**src/hw/rtl/wnpm_pkg.sv**
```systemverilog
// weighted nearest palette match: shared types and constants
// used by every module of the block, no dependencies
`timescale 1ns / 1ps

package wnpm_pkg;

  localparam int unsigned CH_BITS    = 6;
  localparam int unsigned SQ_BITS    = 2 * CH_BITS;
  localparam int unsigned WGT_BITS   = 8;
  localparam int unsigned PROD_BITS  = SQ_BITS + WGT_BITS;
  localparam int unsigned DIST_BITS  = 22;
  localparam int unsigned IDX_BITS   = 8;
  localparam int unsigned ENTRY_BITS = 3 * CH_BITS;
  localparam int unsigned CFG_IDX_BITS = 2;
  localparam logic [DIST_BITS-1:0] MAX_DIST = 22'd3036285;

  typedef enum logic {
    FUNC_LOAD  = 1'b0,
    FUNC_MATCH = 1'b1
  } func_t;

  typedef enum logic [CFG_IDX_BITS-1:0] {
    REG_RED_WEIGHT   = 2'd0,
    REG_GREEN_WEIGHT = 2'd1,
    REG_BLUE_WEIGHT  = 2'd2
  } reg_idx_t;

  typedef enum logic [1:0] {
    ST_IDLE  = 2'd0,
    ST_SCAN  = 2'd1,
    ST_DRAIN = 2'd2
  } state_t;

  typedef struct packed {
    logic [WGT_BITS-1:0] red;
    logic [WGT_BITS-1:0] green;
    logic [WGT_BITS-1:0] blue;
  } weights_t;

  typedef struct packed {
    logic [CH_BITS-1:0] red;
    logic [CH_BITS-1:0] green;
    logic [CH_BITS-1:0] blue;
  } rgb6_t;

  // travels with each palette entry through the distance pipeline
  typedef struct packed {
    logic                valid;
    logic                first;
    logic                last;
    logic [IDX_BITS-1:0] idx;
  } tag_t;

  typedef struct packed {
    tag_t                 tag;
    logic [PROD_BITS-1:0] red;
    logic [PROD_BITS-1:0] green;
    logic [PROD_BITS-1:0] blue;
  } prod_t;

endpackage

```
**src/hw/rtl/wnpm_palette_ram.sv**
```systemverilog
// target palette storage: one write port, one read port, registered read data
// depends on wnpm_pkg
`timescale 1ns / 1ps

module wnpm_palette_ram
  import wnpm_pkg::*;
#(
  parameter int unsigned DEPTH = 256
) (
  input  logic                     clk,
  input  logic                     we,
  input  logic [$clog2(DEPTH)-1:0] waddr,
  input  rgb6_t                    wdata,
  input  logic                     re,
  input  logic [$clog2(DEPTH)-1:0] raddr,
  output rgb6_t                    rdata
);

  rgb6_t mem [DEPTH];
  rgb6_t rdata_r;

  always_ff @(posedge clk) begin
    if (we) begin
      mem[waddr] <= wdata;
    end
    if (re) begin
      rdata_r <= mem[raddr];
    end
  end

  assign rdata = rdata_r;

endmodule

```
**config.mk**
```make
export PLATFORM = sky130hd
export DESIGN_NAME = wnpm_palette_ram
export DESIGN_NICKNAME = d
export VERILOG_FILES = /design/src/hw/rtl/wnpm_pkg.sv /design/src/hw/rtl/wnpm_palette_ram.sv
export SDC_FILE = /design/constraint.sdc
export NUM_CORES = 2
export LEC_CHECK = 0
export BUFFER_PORTS_ARGS = -buffer_cell sky130_fd_sc_hd__buf_4
export CAP_MARGIN = 25
export CORE_AREA = 2 2 584 586
export DETAILED_ROUTE_END_ITERATION = 6
export DIE_AREA = 0 0 586 588
export PLACE_DENSITY = 0.67
export SYNTH_ARGS = -nofsm -noshare
export SYNTH_HDL_FRONTEND = slang
export SYNTH_MEMORY_MAX_BITS = 65536
export SYNTH_SLANG_ARGS = --single-unit
```
**constraint.sdc**
```tcl
create_clock -name clk -period 3 [get_ports clk]
set_input_delay 0.15 -clock clk [delete_from_list [all_inputs] [get_ports clk]]
set_output_delay 0.15 -clock clk [all_outputs]
set_load 0.005 [all_outputs]
```
==> impl_metrics.ini <==
[detailed_routing]
drt_first_pass_iters = 6
ant_nets = 0
vias = 91500
route.detailed.drc = 0
drt-total-wl_um = 476000
via_per_inst = 6.47
wl_per_cell_um = 33.6
dr.first_iter.drc_count = 12300

[die]
num_rows = 214
start_util_pct = 52.7
ioPinCount = 55
die_h_um = 588
core_area_um2 = 338000
die_x_um = 586
dieArea_um2 = 345000

[clock_tree]
clkSinkCount = 4626
clk_pin_slew_ns = 0.06
cts_buffer_depth = 4
htree_levels = 5
worst_skew_pair.late_latency_ns = 1.02
cts_tree = built
ctsResizeCount = 0
cts_buffers = 453
cts-root-buf = clkbuf_16

[cells_and_area]
nets = 9268
stdcell_count = 14200
drive_above_1_share_pct = 27.7
fin_util_pct = 60.8
syn2layout_area_growth_pct = 15.3
final_area_um2 = 206000

[place]
placed_cell_area_um2 = 191000
numPortBuffers = 54
place_inst = 13300
hpwl_um = 285000
place.gp.congestion = 0.900

[worst_hold_path]
min_path_cells = 6
holdCritPathClass = in -> reg

[logic_synthesis]
synth_edf_count = 4626
ys.warnings.count = 0
synth_cell_types = 40
synth_cells = 8281
syn_area_um2 = 178000
ys_seq_area_share_pct = 77.9
syn_nets = 8318
synthArstFlopShare_pct = 0
synth-main-ff-cell = edfxtp_1
ys_seq_elements = 4626
syn_avg_cell_area_um2 = 21.5

[power]
power.leakage_uw = 0.0664
peakVddDrop_mv = 0.695
powerDensity_nw_per_um2 = 653
total_power_uw = 134000

[worst_setup_path]
worst_ep_required_time_ns = 3.76
path_max_fanout = 1
worstPathArrival_ns = 3.64
worstSetupStartpointType = flip-flop
critical_path_class = reg -> reg
rr_worst_depth = 6
startpoint = mem[179][0]
r2r-end = rdata[0]
r2r-start = mem[179][0]
worstSetupEndpoint = rdata[0]
reg2reg_slack_ns = 0.13
end_kind = flip-flop

[sta]
max_freq_ghz = 0.348
final.setup_skew_ns = 0.0692
min_period_over_period_pct = 95.8
rsz0062_at_grt = false
hold_viol_final = 0
setup_violations = 0
whs_ns = 0.156
slew_viol_final = 0
tightest_slew_ns = 1.20
fin_crit_ns = 2.87
slew_headroom_pct = 19.9

[global_route]
grt_max_degree = 121
grt_pass1_wl_um = 672000
grt_use_total_pct = 27.5
antenna_found_initial = 29
grt.overflow.total = 0
grt_pass1_vias = 90300

[status]
status = completed

[flow_run]
maxCapViolCount = 0
## cell families (layout without fill, tap and decap cells)
family / count (synthesis) / in the layout / synth area share, %
flops: 4626 / 4626 / 77.9
buf+inv: 500 / 1824 / 1.72
compound gates: 862 / 862 / 3.40
simple gates: 637 / 637 / 1.66
other cells: 0 / 13 / 0
mux: 1656 / 1656 / 15.4
## report_power, final
group / switching [uW] / internal, uW / leakage (uW)
registers: 112 / 71300 / 0.0416
logic: 4510 / 2810 / 0.0178
clock network: 23900 / 31700 / 0.00698
## routing by layer
layer	vias up	part of all wire, %	track usage (%)
met5	-	0.026	0
met4	18	4.2	10.1
met3	867	11	5.57
met2	5161	47	42.4
met1	48300	38	39.2
li1	37100	-	-
## critical path, cell delays in order, from the launching register on
cell and delay, ns:
edfxtp_1 0.36, mux4_2 0.49, mux4_2 0.52, a22oi_1 0.69, a22o_1 0.44, buf_12 0.14
nor4_2 0.03
## area by class of cell
class | instances | area, um2
Clock buffer | 564 | 11900
Sequential cell | 4626 | 139000
Tap cell | 4536 | 5680
Timing Repair Buffer | 991 | 9640
Multi-Input combinational cell | 3155 | 36900
Antenna cell | 13 | 32.5
Inverter | 4 | 27.5
Fill cell | 23300 | 133000
Clock inverter | 265 | 2500
## worst min path at each step
stage | endpoint | slack, ns | start
CTS | rdata[2] | 0.09 | raddr[4]
global placement | mem[138][3] | 0.58 | wdata[3]
global route | rdata[8] | 0.15 | re
finish | rdata[2] | 0.16 | raddr[4]
detailed placement | mem[138][3] | 0.59 | wdata[3]
floorplan | mem[0][0] | 0.25 | wdata[0]
## metrics by stage
step | TNS [ns] | setup WS (ns)
floorplan | 0 | 0.598
global placement | -4.41 | -0.571
detailed placement | -4.67 | -0.556
CTS | 0 | 0.0495
global route | 0 | 0.0892
finish | 0 | 0.125
## sequential cells by signal, summed over array words and instances (netlist names)
name and count:
rdata 18, mem 4608
## synthesized netlist by cell type (all sizes together), types with 34 or more instances
library cell  instances  area, um2
o22ai               238       1490
edfxtp             4626     139000
a22oi                51        383
clkbuf              228        856
mux2i               792       7930
nor2                290       1090
nand2                81        304
mux4                864      19500
buf                 268       2210
a21oi               190        951
nor4                 34        332
o221ai              318       2790
nor3                159        796
## layout by cell type, fill, tap and decap left out, drive strengths merged
cell type    Yosys  final
a22oi           51     51
nand3b           2      2
clkbuf         228    565
nor2           290    290
edfxtp        4626   4626
buf            268    961
a22o            19     19
a21oi          190    190
a31oi           20     20
or2              5      5
dlygate4sd3      0     29
nor4            34     34
diode            0     13
clkinvlp         0     15
inv              3     15
nand3           23     23
o221ai         318    318
o211ai          10     10
mux2i          792    792
and2             1      1
nand2b           3      3
or3              2      2
bufinv           0     43
nand4b           1      1
nor3           159    159
o32a             2      2
o22ai          238    238
clkinv           1    196
nand2           81     81
o21ai           14     14
or3b             1      1
nor2b            8      8
mux4           864    864
nand4           27     27
## what timing repair did
| action | 4_1_cts | 5_1_grt |
|---|---|---|
| setup endpoints to repair | 0 | 0 |
| hold buffers | 29 | 0 |
| endpoints found under the hold margin | 3509 | 0 |
| buffers inserted | 0 | 0 |
Power figures use the tool's default switching activity.
