===== src/hw/rtl/wnpm_pkg.sv =====
// weighted nearest palette match: shared types and constants
// used by every module of the block, no dependencies
`timescale 1ns / 1ps

package wnpm_pkg;

  localparam int unsigned CH_BITS    = 6;
  localparam int unsigned SQ_BITS    = 2 * CH_BITS;
  localparam int unsigned WGT_BITS   = 8;
  localparam int unsigned PROD_BITS  = SQ_BITS + WGT_BITS;
  localparam int unsigned DIST_BITS  = 22;
  localparam int unsigned IDX_BITS   = 8;
  localparam int unsigned ENTRY_BITS = 3 * CH_BITS;
  localparam int unsigned CFG_IDX_BITS = 2;
  localparam logic [DIST_BITS-1:0] MAX_DIST = 22'd3036285;

  typedef enum logic {
    FUNC_LOAD  = 1'b0,
    FUNC_MATCH = 1'b1
  } func_t;

  typedef enum logic [CFG_IDX_BITS-1:0] {
    REG_RED_WEIGHT   = 2'd0,
    REG_GREEN_WEIGHT = 2'd1,
    REG_BLUE_WEIGHT  = 2'd2
  } reg_idx_t;

  typedef enum logic [1:0] {
    ST_IDLE  = 2'd0,
    ST_SCAN  = 2'd1,
    ST_DRAIN = 2'd2
  } state_t;

  typedef struct packed {
    logic [WGT_BITS-1:0] red;
    logic [WGT_BITS-1:0] green;
    logic [WGT_BITS-1:0] blue;
  } weights_t;

  typedef struct packed {
    logic [CH_BITS-1:0] red;
    logic [CH_BITS-1:0] green;
    logic [CH_BITS-1:0] blue;
  } rgb6_t;

  // travels with each palette entry through the distance pipeline
  typedef struct packed {
    logic                valid;
    logic                first;
    logic                last;
    logic [IDX_BITS-1:0] idx;
  } tag_t;

  typedef struct packed {
    tag_t                 tag;
    logic [PROD_BITS-1:0] red;
    logic [PROD_BITS-1:0] green;
    logic [PROD_BITS-1:0] blue;
  } prod_t;

endpackage


===== src/hw/rtl/wnpm_dist.sv =====
// distance pipeline: squared channel differences, then weighted products
// depends on wnpm_pkg
`timescale 1ns / 1ps

module wnpm_dist
  import wnpm_pkg::*;
(
  input  logic     clk,
  input  logic     rst_n,
  input  tag_t     tag_in,
  input  rgb6_t    entry,
  input  rgb6_t    source,
  input  weights_t weights,
  output prod_t    prod_out
);

  logic [CH_BITS-1:0] dr, dg, db;
  tag_t               sq_tag_r;
  logic [SQ_BITS-1:0] sq_r_r, sq_g_r, sq_b_r;
  prod_t              prod_r;

  always_comb begin
    dr = (source.red   > entry.red)   ? source.red   - entry.red   : entry.red   - source.red;
    dg = (source.green > entry.green) ? source.green - entry.green : entry.green - source.green;
    db = (source.blue  > entry.blue)  ? source.blue  - entry.blue  : entry.blue  - source.blue;
  end

  always_ff @(posedge clk) begin
    if (!rst_n) begin
      sq_tag_r.valid     <= 1'b0;
      prod_r.tag.valid   <= 1'b0;
    end else begin
      sq_tag_r.valid     <= tag_in.valid;
      prod_r.tag.valid   <= sq_tag_r.valid;
    end

    sq_tag_r.first <= tag_in.first;
    sq_tag_r.last  <= tag_in.last;
    sq_tag_r.idx   <= tag_in.idx;
    sq_r_r         <= SQ_BITS'(dr * dr);
    sq_g_r         <= SQ_BITS'(dg * dg);
    sq_b_r         <= SQ_BITS'(db * db);

    prod_r.tag.first <= sq_tag_r.first;
    prod_r.tag.last  <= sq_tag_r.last;
    prod_r.tag.idx   <= sq_tag_r.idx;
    prod_r.red       <= PROD_BITS'(weights.red   * sq_r_r);
    prod_r.green     <= PROD_BITS'(weights.green * sq_g_r);
    prod_r.blue      <= PROD_BITS'(weights.blue  * sq_b_r);
  end

  assign prod_out = prod_r;

endmodule


===== config.mk =====
export PLATFORM = sky130hd
export DESIGN_NAME = wnpm_dist
export DESIGN_NICKNAME = d
export VERILOG_FILES = /design/src/hw/rtl/wnpm_pkg.sv /design/src/hw/rtl/wnpm_dist.sv
export SDC_FILE = /design/constraint.sdc
export NUM_CORES = 1
export LEC_CHECK = 0
export BUFFER_PORTS_ARGS = -buffer_cell sky130_fd_sc_hd__buf_2
export CORE_ASPECT_RATIO = 0.8
export CORE_UTILIZATION = 25
export DETAILED_ROUTE_END_ITERATION = 10
export PLACE_DENSITY_LB_ADDON = 0.1
export SLEW_MARGIN = 15
export SYNTH_ARGS = -nofsm -noshare
export SYNTH_HDL_FRONTEND = slang
export SYNTH_SLANG_ARGS = --single-unit
export TNS_END_PERCENT = 100

===== constraint.sdc =====
create_clock -name clk -period 8 [get_ports clk]
set_input_delay 0.4 -clock clk [delete_from_list [all_inputs] [get_ports clk]]
set_output_delay 0.4 -clock clk [all_outputs]
set_load 0.01 [all_outputs]

==> impl_metrics.json <==
{
  "status": "finished, violations left",
  "violations": "design-rule violations",
  "first_global_vias": 11340,
  "hold_path.startpoint": "tag_in[10]",
  "clockBufferDepth": 2,
  "avgSynthCellArea_um2": 8.949,
  "grt_pass1_wl_um": 59040,
  "die_w_um": 273.8,
  "whs_path_depth": 2,
  "rr_endpoint": "prod_out[39]",
  "ctsRootBufferMaster": "clkbuf_16",
  "synth_top_cell_by_area": "fa_1",
  "ctsResizeCount": 0,
  "yosys_most_used_dff": "dfxtp_1",
  "use_met3_pct": 2.670,
  "path_buf_inv": 5,
  "fmax_mhz": 173.5,
  "dpl.cell_count": 2533,
  "fin_tns_setup_ns": 0,
  "initial_core_util_pct": 25.34,
  "hp-class": "input port to flip-flop",
  "vias": 10860,
  "cts_tree": "done",
  "holdPathEnd": "sq_tag_r[10]",
  "path_cells": "buf_2 -> inv_1 -> ha_1 -> inv_1 -> fa_1 -> a211oi_2 -> o21ai_4 -> nand2_4 -> mux2i_1 -> xor2_1 -> nor2_1 -> fa_1 -> inv_1 -> fa_1 -> inv_1 -> fa_1 -> ha_1 -> a21oi_1 -> o211ai_1 -> o41ai_1 -> nand2_1 -> mux2i_1 -> nor4b_2",
  "use_met2_pct": 19.15,
  "cts_sinks": 115,
  "area_delta_synth_final_pct": 15.26,
  "htree_levels": 4,
  "finalHoldViolCount": 0,
  "fill_cells": 6284,
  "ff2ff_setup_slack_ns": 3.09,
  "r2r_cells": 14,
  "numCtsBuffers": 17,
  "cpPeakStageDelay_ns": 0.68,
  "final_antenna_net_count": 0,
  "critical_path_class": "input port to flip-flop",
  "ys_top_cells_by_area": "fa_1 (26%), ha_1 (17%), dfxtp_1 (16%)",
  "die_height_um": 219.4,
  "final-setup-viol-count": 0,
  "place_hpwl_um": 29370,
  "drt-vias-per-instance": 4.213,
  "synth-seq-area-share_pct": 15.58,
  "clk_pin_slew_ns": 0.06,
  "grtUsageMet1_pct": 17.58,
  "slew_violations": 0,
  "final_cells": 2577,
  "die-area_um2": 60080,
  "drv_cap": 0,
  "rsz0062_at_grt": "no",
  "postSynth.asyncResetShare_pct": 0,
  "wl_um": 35410,
  "antenna_found_initial": 2,
  "num-nets-final": 2256,
  "cp_slowest_cell": "o41ai_1",
  "gp_congestion": 0.7733,
  "drt_iter0_drc": 454,
  "synth_edf_count": 0,
  "std_cell_rows": 79,
  "required_ns": 8.35,
  "gr-total-overflow": 0,
  "startpoint": "source[12]",
  "syn_area_um2": 14780,
  "clock_latency_ns": 0.48,
  "grt_max_degree": 17,
  "port_buffers": 143,
  "clock-skew-final_ns": 0.01295,
  "cp-start-kind": "input port",
  "route.detailed.wl_per_inst_um": 13.74,
  "path_max_fanout": 8,
  "drive_gt1_share_pct": 11.18,
  "crit_arrival_ns": 6.12,
  "slew_headroom_pct": 46.71,
  "cp_top_family": "adder cells",
  "io_pins": 144,
  "synth_cell_types": 71,
  "worst_slew_pin_slew_ns": 0.7890,
  "r2r_start": "sq_g_r[5]",
  "netlist_instances": 1651,
  "top_usage_layer": "met2",
  "drc_errors": 40,
  "yosys_warnings": 0,
  "period_minus_slack_ns": 5.765,
  "grt_util_all_layers_pct": 12.59,
  "cp-end-kind": "flip-flop",
  "first_pass_iters": 7,
  "synthDominantCellAreaShare_pct": 26.42,
  "synth-seq-cells": 115,
  "min_period_over_period_pct": 72.07,
  "coreArea_um2": 58320,
  "final_util_pct": 29.20
}
## registers in the layout (all words and copies together), names as in the netlist
signal    flops
sq_b_r       11
sq_r_r       11
sq_tag_r     11
prod_out     71
sq_g_r       11
## synthesized netlist by cell type, drive strengths merged (7+ instances only)
| cell | instances |
|---|---|
| nand2b | 14 |
| nor2b | 13 |
| o21a | 14 |
| dfxtp | 115 |
| mux2i | 21 |
| a21o | 18 |
| and2 | 179 |
| o211ai | 7 |
| nand2 | 148 |
| fa | 195 |
| a21boi | 7 |
| xnor2 | 35 |
| nor2 | 91 |
| a221oi | 9 |
| clkbuf | 32 |
| nor3 | 26 |
| a21oi | 53 |
| inv | 300 |
| o21ai | 42 |
| nand3 | 19 |
| xor2 | 20 |
| ha | 195 |
| a211oi | 15 |
## through the flow
| step | hold WS [ns] | instance area, um2 | setup WS [ns] |
|---|---|---|---|
| final | 0.1235 | 17030 | 2.235 |
| after floorplan | 0.3096 | 14800 | 2.529 |
| after global placement | 0.3099 | 16320 | 1.855 |
| after detailed placement | 0.3121 | 16320 | 1.716 |
| after global routing | 0.08773 | 17030 | 1.763 |
| after CTS | 0.06978 | 17030 | 2.238 |
## cells by family after synthesis
family | Yosys count | synth area share (%)
adder cells (fa/ha/maj) | 390 | 42.93
flip-flops | 115 | 15.58
other | 2 | 0.05083
multiplexers | 21 | 1.473
buffers and inverters | 337 | 8.680
AND/OR/NAND/NOR | 527 | 18.39
XOR/XNOR | 55 | 3.311
AO/OA/AOI/OAI | 204 | 9.578
## final cells by class
class / instances / area [um2] / share of cell area [%]
inverters: 300 / 1126 / 6.612
multi-input cells: 1206 / 11220 / 65.87
clock buffers: 19 / 442.9 / 2.601
diodes: 2 / 5.005 / 0.02939
repair buffers: 153 / 815.8 / 4.790
clock inverters: 13 / 158.9 / 0.9331
flip-flops and latches: 115 / 2302 / 13.52
well taps: 769 / 962.2 / 5.650
## worst max path at each step
stage               depth (start not counted)  slack, ns    endpoint
floorplan                                  22       2.53  sq_r_r[11]
global placement                           23       1.85  sq_r_r[11]
detailed placement                         23       1.72  sq_r_r[11]
CTS                                        23       2.24  sq_r_r[11]
global route                               22       1.76  sq_r_r[11]
finish                                     23       2.23  sq_r_r[11]
## timing repair
| item | CTS | global route |
|---|---|---|
| hold buffers | 10 | 0 |
| hold endpoints to repair | 10 | 0 |
| endpoints found under the setup margin | 0 | 0 |
| buffers inserted | 0 | 0 |
## cells in the final DEF, fill, tap and decap left out, types with 5 or more instances in the layout
cell           instances
o21bai_1               5
mux2i_1               19
nand2_1              146
a21boi_0               7
nor3b_1                5
a21o_1                18
nor4_1                 5
xor2_1                20
a31oi_1                5
o21ai_0               34
and2_1               178
nor3_1                26
o21a_1                14
a211oi_1              12
fa_1                 195
nand3_1               19
clkbuf_16             17
nor2_1                91
buf_2                143
nor2b_1               13
nand2b_1              14
conb_1                 9
a21oi_1               52
o211ai_1               7
ha_1                 195
xnor2_1               34
dfxtp_1              115
dlygate4sd3_1         10
inv_1                299
a221oi_1               9
## layer usage
| layer | up-vias | wire length (um) |
|---|---|---|
| li1 | 5522 | - |
| met1 | 5226 | 18650 |
| met2 | 86 | 15190 |
| met3 | 23 | 1042 |
| met4 | 0 | 515 |
| met5 | - | 0 |
Power is left out: the tool's default activity adds up to more than one toggle a clock period on the data nets, which glitch-free logic cannot reach.
